<file path="config.mk">
export PLATFORM = sky130hd
export DESIGN_NAME = wmm_scan
export DESIGN_NICKNAME = d
export VERILOG_FILES = /design/src/rtl/window_min_max_filter_core_assert.svh /design/src/rtl/wmm_pkg.sv /design/src/rtl/wmm_scan.sv
export SDC_FILE = /design/constraint.sdc
export NUM_CORES = 1
export LEC_CHECK = 0
export ABC_AREA = 1
export BUFFER_PORTS_ARGS = -buffer_cell sky130_fd_sc_hd__buf_2
export CORE_MARGIN = 2
export CORE_UTILIZATION = 50
export CTS_BUF_LIST = sky130_fd_sc_hd__clkbuf_16
export CTS_CLUSTER_SIZE = 14
export DETAILED_ROUTE_END_ITERATION = 8
export MAX_ROUTING_LAYER = met4
export PLACE_DENSITY = 0.71
export SLEW_MARGIN = 5
export SYNTH_ARGS = -nofsm -noshare
export SYNTH_HDL_FRONTEND = slang
export SYNTH_SLANG_ARGS = --single-unit
</file>
<file path="constraint.sdc">
create_clock -name clock -period 3.2 [get_ports clock]
set_input_delay 0.32 -clock clock [delete_from_list [all_inputs] [get_ports clock]]
set_output_delay 0.32 -clock clock [all_outputs]
set_load 0.02 [all_outputs]
</file>
<file path="src/rtl/window_min_max_filter_core_assert.svh">
// Assertion macros for the window min/max filter
`ifndef WINDOW_MIN_MAX_FILTER_CORE_ASSERT_SVH
`define WINDOW_MIN_MAX_FILTER_CORE_ASSERT_SVH

`ifndef SYNTHESIS
// same-cycle implication
`define WMM_ASSERT_IMP(name, ante, cons, msg) \
   name: assert property (@(posedge clock) disable iff (reset) (ante) |-> (cons)) \
      else $error(msg);
// next-cycle implication
`define WMM_ASSERT_NXT(name, ante, cons, msg) \
   name: assert property (@(posedge clock) disable iff (reset) (ante) |=> (cons)) \
      else $error(msg);
`else
`define WMM_ASSERT_IMP(name, ante, cons, msg)
`define WMM_ASSERT_NXT(name, ante, cons, msg)
`endif

`endif

</file>
<file path="src/rtl/wmm_pkg.sv">
`timescale 1ns / 1ps
package wmm_pkg;

   localparam int CFG_W = 12;

   localparam logic [1:0] REG_MODE   = 2'd0;
   localparam logic [1:0] REG_RADIUS = 2'd1;
   localparam logic [1:0] REG_WIDTH  = 2'd2;
   localparam logic [1:0] REG_HEIGHT = 2'd3;

   localparam logic KIND_PIXEL = 1'b0;
   localparam logic KIND_FLUSH = 1'b1;

   localparam logic [7:0] PIX_MAX = 8'd255;
   localparam logic [7:0] PIX_MIN = 8'd0;

   typedef enum logic [2:0] {
      SC_IDLE = 3'b001,
      SC_RUN  = 3'b010,
      SC_DONE = 3'b100
   } scan_state_type;

   typedef struct packed {
      logic start;
      logic ack;
      logic is_min;
      logic last;
   } scan_ctl_type;

   typedef struct packed {
      logic idle;
      logic done;
   } scan_sts_type;

endpackage

</file>
<file path="src/rtl/wmm_scan.sv">
`timescale 1ns / 1ps
module wmm_scan #(
   parameter int RING = 32,
   parameter int RIW  = 5,
   parameter int CW   = 11,
   parameter int ROWW = 11
) (
   input  logic                    clock,
   input  logic                    reset,
   input  wmm_pkg::scan_ctl_type   ctl,
   input  logic [ROWW-1:0]         y0,
   input  logic [ROWW-1:0]         y1,
   input  logic [RIW-1:0]          ring0,
   input  logic [CW-1:0]           x0,
   input  logic [CW-1:0]           x1,
   output logic                    rd_en,
   output logic [RIW-1:0]          rd_ring,
   output logic [CW-1:0]           rd_col,
   input  logic [7:0]              rd_data,
   output wmm_pkg::scan_sts_type   sts,
   output logic [7:0]              res_pixel,
   output logic                    res_last
);
   import wmm_pkg::*;

   scan_state_type state_ff, state_in;
   logic [ROWW-1:0] y_ff, y_in, y1_ff, y1_in;
   logic [RIW-1:0]  yr_ff, yr_in;
   logic [CW-1:0]   x_ff, x_in, x0_ff, x0_in, x1_ff, x1_in;
   logic            issue_ff, issue_in;
   logic            rd_vld_ff, rd_vld_in;
   logic            rd_end_ff, rd_end_in;
   logic [7:0]      acc_ff, acc_in;
   logic            is_min_ff, is_min_in;
   logic            last_ff, last_in;
   logic            step_end;

   assign rd_en   = issue_ff;
   assign rd_ring = yr_ff;
   assign rd_col  = x_ff;
   assign step_end = (x_ff == x1_ff) && (y_ff == y1_ff);

   always_comb begin
      state_in  = state_ff;
      y_in      = y_ff;
      y1_in     = y1_ff;
      yr_in     = yr_ff;
      x_in      = x_ff;
      x0_in     = x0_ff;
      x1_in     = x1_ff;
      issue_in  = issue_ff;
      acc_in    = acc_ff;
      is_min_in = is_min_ff;
      last_in   = last_ff;
      rd_vld_in = issue_ff;
      rd_end_in = issue_ff && step_end;

      // advance the read cursor row by row over the window
      if (issue_ff) begin
         if (x_ff == x1_ff) begin
            x_in = x0_ff;
            if (y_ff == y1_ff) begin
               issue_in = 1'b0;
            end else begin
               y_in  = y_ff + 1'b1;
               yr_in = (yr_ff == RIW'(RING - 1)) ? '0 : yr_ff + 1'b1;
            end
         end else begin
            x_in = x_ff + 1'b1;
         end
      end

      if (rd_vld_ff) begin
         if (is_min_ff ? (rd_data < acc_ff) : (rd_data > acc_ff)) begin
            acc_in = rd_data;
         end
      end

      unique case (state_ff)
         SC_IDLE: begin
            if (ctl.start) begin
               state_in  = SC_RUN;
               y_in      = y0;
               y1_in     = y1;
               yr_in     = ring0;
               x_in      = x0;
               x0_in     = x0;
               x1_in     = x1;
               issue_in  = 1'b1;
               is_min_in = ctl.is_min;
               last_in   = ctl.last;
               acc_in    = ctl.is_min ? PIX_MAX : PIX_MIN;
            end
         end
         SC_RUN: begin
            if (rd_vld_ff && rd_end_ff) begin
               state_in = SC_DONE;
            end
         end
         SC_DONE: begin
            if (ctl.ack) begin
               state_in = SC_IDLE;
            end
         end
         default: state_in = SC_IDLE;
      endcase
   end

   always_ff @(posedge clock) begin
      if (reset) begin
         state_ff  <= SC_IDLE;
         issue_ff  <= 1'b0;
         rd_vld_ff <= 1'b0;
         rd_end_ff <= 1'b0;
      end else begin
         state_ff  <= state_in;
         issue_ff  <= issue_in;
         rd_vld_ff <= rd_vld_in;
         rd_end_ff <= rd_end_in;
      end
   end

   always_ff @(posedge clock) begin
      y_ff      <= y_in;
      y1_ff     <= y1_in;
      yr_ff     <= yr_in;
      x_ff      <= x_in;
      x0_ff     <= x0_in;
      x1_ff     <= x1_in;
      acc_ff    <= acc_in;
      is_min_ff <= is_min_in;
      last_ff   <= last_in;
   end

   assign sts.idle  = (state_ff == SC_IDLE);
   assign sts.done  = (state_ff == SC_DONE);
   assign res_pixel = acc_ff;
   assign res_last  = last_ff;

endmodule

</file>
Yosys cells after proc, flatten, opt, wreduce, memory -nomap -nowiden
Cells that the tools add are included.
Storage, ports and cells
  output and inout bits: 28
  input bits: 63
  logic and storage cells: 62
  register bits after elaboration: 76
Cells by class
  reduce and logical (&&, ||, !) cells: 5
  $add $sub $neg: 3
  eq/ne operators: 9
  multiplexer cells: 30
  $lt $le $gt $ge: 2
Operator list (number)
  two-way mux 11 bit: 9
  two-way mux 8 bit: 5
  two-way mux 5 bit: 6
  adder 11 x 1 -> 11 bit, second input constant: 2
  == test 11 bit: 2
  two-way mux 3 bit: 3
  case mux 3 bit (3 select lines): 1
  > comparator 8 bit: 1
  less-than comparator 8 bit: 1
  two-way mux 1 bit: 6
  != test 2 bit, second input constant: 3
  adder 5 x 1 -> 5 bit, second input constant: 1
  == test 5 bit, second input constant: 1
  == test 3 x 1 -> 1 bit, second input constant: 1
  == test 3 x 2 -> 1 bit, second input constant: 1
  == test 3 bit, second input constant: 1
  logical AND 1 bit: 3
  AND reduction 3 bit: 1
  AND reduction 2 bit: 1

Logic depth before layout (Yosys ltp)
Gate-level depths: netlist of run 1.
  depth in word-level cells: 7
  mapped depth: 15
  depth with buffers taken out: 14

Worst setup path after synthesis of run 1
No wires, ideal clock.
  path type: register to register
  start: register state_ff[2]
  end: register is_min_ff (enable)
  setup time: 0.413 ns
  path buffers: 1
  data arrival time: 1.954 ns
  clock period less this slack: 2.366 ns
  data required time: 2.787 ns
  cell stages (with the launch flop): 5
  slack: 0.834 ns
  cell sequence: dfxtp_1 -> nor3_2 -> inv_1 -> nor2_2 -> clkbuf_1
On the way
  cells in the longest elaborated chain, start to end: 2
RTL lines
  from (decl): RTL line wmm_scan.sv:26  | scan_state_type state_ff, state_in;
  from (signal assigned): RTL line wmm_scan.sv:116  | state_ff <= state_in;
  == test 3 x 1 -> 1 bit: RTL line wmm_scan.sv:79  | unique case (state_ff)
  AND reduction 2 bit (no source line)
  to (signal assigned): RTL line wmm_scan.sv:131  | is_min_ff <= is_min_in;
  to (decl): RTL line wmm_scan.sv:34  | logic is_min_ff, is_min_in;
Every way passes these cells.
A chain may end at the register's enable or synchronous reset.

Final worst setup path of run 1
  start: register acc_ff[1] (netlist: res_pixel[1])
  end: register acc_ff[0] (netlist: res_pixel[0])
On the way
  cells in the longest elaborated chain, start to end: 6
  elaborated cells between the ends (all ways): 7
  those cells by class: order compare (2); mux (5)
RTL lines
  from (decl): RTL line wmm_scan.sv:33  | logic [7:0] acc_ff, acc_in;
  from (signal assigned): RTL line wmm_scan.sv:130  | acc_ff <= acc_in;
  > comparator 8 bit or less-than comparator 8 bit (tied branches): RTL line wmm_scan.sv:74  | if (is_min_ff ? (rd_data < acc_ff) : (rd_data > acc_ff)) begin
  two-way mux 1 bit (*): RTL line wmm_scan.sv:74
  two-way mux 8 bit (*): RTL line wmm_scan.sv:74
  two-way mux 8 bit (*): RTL line wmm_scan.sv:73  | if (rd_vld_ff) begin
  two-way mux 8 bit: RTL line wmm_scan.sv:81  | if (ctl.start) begin
  two-way mux 8 bit (*): RTL line wmm_scan.sv:79
  named net acc_in[0]: RTL line wmm_scan.sv:33
The timed path passes the listed nets; every way through them passes the cells marked *.

==> impl_metrics.ini, run 1 <==
[status]
status = completed

[yosys]
yosys_warnings = 0
synth_common_cells = 128 x nand2_1, 63 x inv_1, 51 x nor2_1
synth_top_area_cell = edfxtp_1
synth_nets = 566
ys_async_sr_fraction = 0
synth_area_leaders = edfxtp_1 27%, dfxtp_1 21%, nand2_1 12%, inv_1 6.0%, nor2_1 4.9%
syn_area_mm2 = 0.00392
synthDistinctLibCells = 32
synth.most_common_cell = nand2_1
ys_seq_elements = 76
ys.flop_type = dfxtp_1
syn_avg_cell_area_um2 = 7.98
ys_seq_area_frac = 0.477
synthCells = 491
yosysTopAreaCellShare = 0.268
synth-edff-count = 35

[critical_path]
worstSetupPathType = flip-flop to flip-flop
reg2reg_from = res_pixel[1]
crit_path_start_kind = flip-flop
crit_end = res_pixel[0]
cp.required_ns = 3.41
cp_cell_sequence = inv_1, ha_1, inv_1, nor2_1, o21ai_1, nand2_1, nand2_1, nand2_1, a21boi_2, a21oi_1, nor2_1, nor2_1
critical_path.startpoint = res_pixel[1]
cpMaxStageDelayCell = a21boi_2
r2r_end = res_pixel[0]
ff2ff_setup_slack_ns = 1.11
worstPathMaxFanout = 16
rr_worst_depth = 12
cp.arrival_ns = 2.30
crit_path_end_kind = flip-flop
crit_path_max_incr_delay_ns = 0.55

[timing]
slew_headroom = 0.465
fin_skew_ns = 0.00687
hold_viol_final = 0
period_minus_slack_ns = 2.09
rsz0062_at_grt = no
finalSetupViolCount = 0
fin_tns_setup_ns = 0
tightest_slew_ns = 0.801
max_freq_mhz = 478
finalCritPeriodShare = 0.654
slew_viol_final = 0

[power]
p_int_mw = 2.26
power.leakage_nw = 2.32
swShare = 0.342
power_frac_seq = 0.400
pwr-share-clk = 0.320
pwr_density_cell_mw_per_mm2 = 723
irDropWorstVdd_mv = 0.450
switching_power_mw = 1.18
combPwrFrac = 0.280
total_power_mw = 3.44

[finish]
fillers = 679
fin_nets = 654
syn2layout_area_growth_pct = 21.4
register_area_mm2 = 0.00187
postLayoutCoreUtil = 0.622
drive_gt1_frac = 0.216
diodes = 0
multiInputGateArea_mm2 = 0.00172

[routing]
wl_per_cell_um = 12.3
antenna_left = 0
viasPerCell = 4.97
drt_iter0_drc = 120
routed_wl_um = 8430
dr_total_vias = 3409
drc_errors = 0
drt_first_pass_iters = 4

[clock_tree]
cts_root_buf = clkbuf_16
clockBufferDepth = 2
hold_buffers = 0
postCtsSetupBuffers = 0
cts.sinks = 76
clk-insertion-delay-late_ns = 0.34
cts.repair.resized = 0
clk_pin_slew_ns = 0.06
cts_tree = done
htree_levels = 3
cts_made_buffers = 9

[grt]
grt_first_pass_wirelength_um = 14300
grt_max_degree = 57
grt_pass1_vias = 3254
antenna_found_initial = 0
grt_util_all_layers = 0.217
grt_remaining_overflow = 0

[floorplanning]
die_x_um = 92.5
rows = 32
core_mm2 = 0.00765
initial_core_util = 0.513
pin_count = 91
die_area_mm2 = 0.00856
die_h_um = 92.5

[placed_design]
place.gp.congestion = 0.823
port_buffers = 90
place_hpwl_um = 5860

[job]
max-cap-violations = 0

[min_path]
hp-class = input pin to flip-flop
-- area by class of cell --
cell class              instances  share of cell area
repair buffers                 92              0.0978
clock inverters                 7              0.0205
clock buffers                   9              0.0473
flip-flops and latches         76               0.393
well taps                     102              0.0268
multi-input cells             334               0.362
inverters                      66              0.0521
-- how the worst min path moves through the flow --
| stage | depth (start not counted) | endpoint | from | slack [ns] |
|---|---|---|---|---|
| floorplan | 1 | state_ff[1] | reset | 0.39 |
| global placement | 1 | x1_ff[2] | x1[2] | 0.50 |
| detailed placement | 1 | y1_ff[5] | y1[5] | 0.50 |
| CTS | 1 | x1_ff[6] | x1[6] | 0.14 |
| global route | 1 | x1_ff[7] | x1[7] | 0.14 |
| finish | 1 | x1_ff[2] | x1[2] | 0.15 |
-- kinds of logic after synthesis --
group | after synthesis | synth area share
fa+ha+maj | 12 | 0.0383
flops | 76 | 0.477
buf+inv | 81 | 0.0846
simple gates | 233 | 0.253
xor+xnor | 20 | 0.0466
compound gates | 69 | 0.0996
-- per-stage QoR --
step	hold slack, ns	instances	worst slack, ns	area (µm²)
6_report	0.151	686	1.11	4760
5_1_grt	0.135	686	0.847	4760
4_1_cts	0.141	686	1.13	4760
3_5_place_dp	0.498	670	1.07	4430
3_3_place_gp	0.496	670	1.14	4430
2_1_floorplan	0.389	491	0.834	3920
-- critical path, delay by kind of cell (launching register included) --
family	cells	cell delay (ns)
buffers and inverters	2	0.13
AND/OR/NAND/NOR	6	0.41
AO/OA/AOI/OAI	3	0.80
adder cells (fa/ha/maj)	1	0.29
flip-flops	1	0.33
-- metal layers --
metal	global-route usage	up-vias	wire, µm	share of wire
met5	-	-	0	0
met4	0.0808	0	155	0.018
met3	0.0594	15	491	0.058
met2	0.348	100	3940	0.47
met1	0.263	1525	3840	0.46
li1	-	1769	-	-
-- flip-flops by register name (all words and copies together) (netlist names) --
signal	count
rd_vld_ff	1
x0_ff	11
state_ff	3
rd_col	11
y1_ff	11
res_pixel	8
rd_end_ff	1
res_last	1
y_ff	11
rd_ring	5
rd_en	1
x1_ff	11
is_min_ff	1
-- power groups by stage --
stage,Sequential [mW],Clock (mW),Combinational (mW)
after floorplan,1.47,0,0.614
after detailed placement,1.39,0,0.963
after global placement,1.39,0,0.938
final,1.38,1.10,0.962
after CTS,1.37,1.12,0.971
after global routing,1.41,1.16,1.09
-- cell usage in the layout (no fill, tap or decap), types with 4 or more instances in the layout --
cell type,count
buf_2,90
nor2_1,51
inv_1,63
xor2_1,7
clkbuf_16,9
xnor2_1,12
nor2_2,4
o21ai_0,6
o211ai_1,12
a21oi_1,38
nor3_1,5
nand2_1,128
o21ai_1,8
dfxtp_1,41
ha_1,12
edfxtp_1,35
nand4_1,10
nand3_1,25
No activity file was read; power rests on OpenSTA's default activity.
==> run 2, diff against run 1 <==
- CORE_UTILIZATION: 50 -> 49
- PLACE_DENSITY: 0.71 -> 0.73
- clock period: 3.2 -> 1.9 ns (I/O delays scaled with it)
==> run 2 against run 1 <==
Effect of this change:
- combinational power rose by 92%
- die area rose by 1.9%
- via count rose by 3.9%
- critical endpoint is now res_pixel[2]
- largest cell class unchanged
- highest routed layer unchanged
==> impl_metrics.ini, run 2 (synthesized netlist as in run 1, its figures left out) <==
[status]
status = completed

[grt]
grt_util_all_layers = 0.212
grt_remaining_overflow = 0
grt_pass1_vias = 3255
antenna_found_initial = 0
grt_max_degree = 39
grt_first_pass_wirelength_um = 14200

[finish]
final_common_cell = nand2_1
fin_nets = 672
layout_common_cells = 125 x nand2_1, 90 x buf_2, 64 x inv_1
syn2layout_area_growth_pct = 27.3
drive_gt1_frac = 0.254
diodes = 0
final-instance-count-excl-fill = 704

[critical_path]
cp.required_ns = 2.16
crit_path_end_kind = flip-flop
cp.arrival_ns = 2.02
worstSetupPathType = flip-flop to flip-flop
crit_path_start_kind = flip-flop
worstPathMaxFanout = 8

[timing]
slew_headroom = 0.642
fin_tns_setup_ns = 0
hold_viol_final = 0
slew_viol_final = 0
finalSetupViolCount = 0
max_freq_mhz = 568
period_minus_slack_ns = 1.76
finalCritPeriodShare = 0.926
tightest_slew_ns = 0.536
fin_skew_ns = 0.00617

[floorplanning]
initial_core_util = 0.507
core_mm2 = 0.00773
die_x_um = 93.4
die_h_um = 93.4
rows = 32
die_area_mm2 = 0.00873
pin_count = 91

[routing]
drc_errors = 0
wl_per_cell_um = 12.9
drt_first_pass_iters = 5
drt_iter0_drc = 182
routed_wl_um = 9060
antenna_left = 0
dr_total_vias = 3541
viasPerCell = 5.03

[placed_design]
place_hpwl_um = 6280
port_buffers = 90
dpl.cell_count = 683
place.gp.congestion = 0.840

[clock_tree]
clk-insertion-delay-late_ns = 0.33
htree_levels = 3
cts_made_buffers = 9
hold_buffers = 0
cts.sinks = 76
clk_pin_slew_ns = 0.06
clockBufferDepth = 2
cts_tree = done
cts_root_buf = clkbuf_16

[job]
max-cap-violations = 0

[power]
power.leakage_nw = 2.42
pwr_density_cell_mw_per_mm2 = 1210
irDropWorstVdd_mv = 0.622

[min_path]
hp-class = input pin to flip-flop
==> run 2: final cells by class <==
type,count,area [µm²]
Sequential cell,76,1880
Multi-Input combinational cell,335,1790
Inverter,66,248
Fill cell,681,2740
Clock inverter,7,106
Tap cell,102,128
Clock buffer,9,225
Timing Repair Buffer,109,613
==> run 2: worst max-delay path: stages (launching register included) <==
cell and delay [ns]:
dfxtp_1 0.33, inv_1 0.06, ha_1 0.27, nand2_1 0.07
inv_1 0.05, o21ai_1 0.07, nand2_1 0.07, nand2_1 0.07
nand2_2 0.06, a21boi_2 0.21, buf_6 0.16, nand3_1 0.07
nand2_1 0.06, nor2_1 0.04, nor2_1 0.10
==> run 2: final timing paths <==
| check | startpoint | to | slack, ns | cells after the start |
|---|---|---|---|---|
| max | res_pixel[2] | res_pixel[2] | 0.14 | 14 |
| min | x1[8] | x1_ff[8] | 0.03 | 1 |
| max reg2reg | res_pixel[2] | res_pixel[2] | 0.14 | 14 |
| min reg2reg | rd_end_ff | state_ff[1] | 0.53 | 2 |
==> run 2: through the flow <==
| step | cell area, µm² | hold slack, ns | power [mW] | utilization | setup WS (ns) |
|---|---|---|---|---|---|
| 2_1_floorplan | 3920 | 0.259 | 3.51 | - | 0.0398 |
| 3_3_place_gp | 4540 | 0.366 | 3.99 | 0.588 | 0.0752 |
| 3_5_place_dp | 4540 | 0.368 | 4.05 | 0.588 | 0.00333 |
| 4_1_cts | 4880 | 0.0245 | 5.97 | 0.631 | 0.0213 |
| 5_1_grt | 4990 | 0.0197 | 6.41 | 0.646 | -0.0176 |
| 6_report | 4990 | 0.0344 | 6.04 | 0.646 | 0.140 |
==> run 2: where the power goes <==
part	total (mW)	leakage (nW)	switching [mW]	internal, mW
clock	1.90	0.166	0.636	1.27
combinational	1.85	1.58	1.13	0.726
sequential	2.28	0.676	0.251	2.03
==> run 2: layer usage <==
| layer | vias up | track usage | routed length [µm] |
|---|---|---|---|
| li1 | 1805 | - | - |
| met1 | 1601 | 0.266 | 3970 |
| met2 | 126 | 0.345 | 4380 |
| met3 | 9 | 0.0403 | 624 |
| met4 | 0 | 0.0711 | 92 |
| met5 | - | - | 0 |
==> run 2: repair_timing <==
action / 4_1_cts / 5_1_grt
pin swaps: 0 / 7
gates resized for setup: 1 / 17
endpoints found under the setup margin: 1 / 28
gates cloned: 0 / 2
buffers inserted: 0 / 3
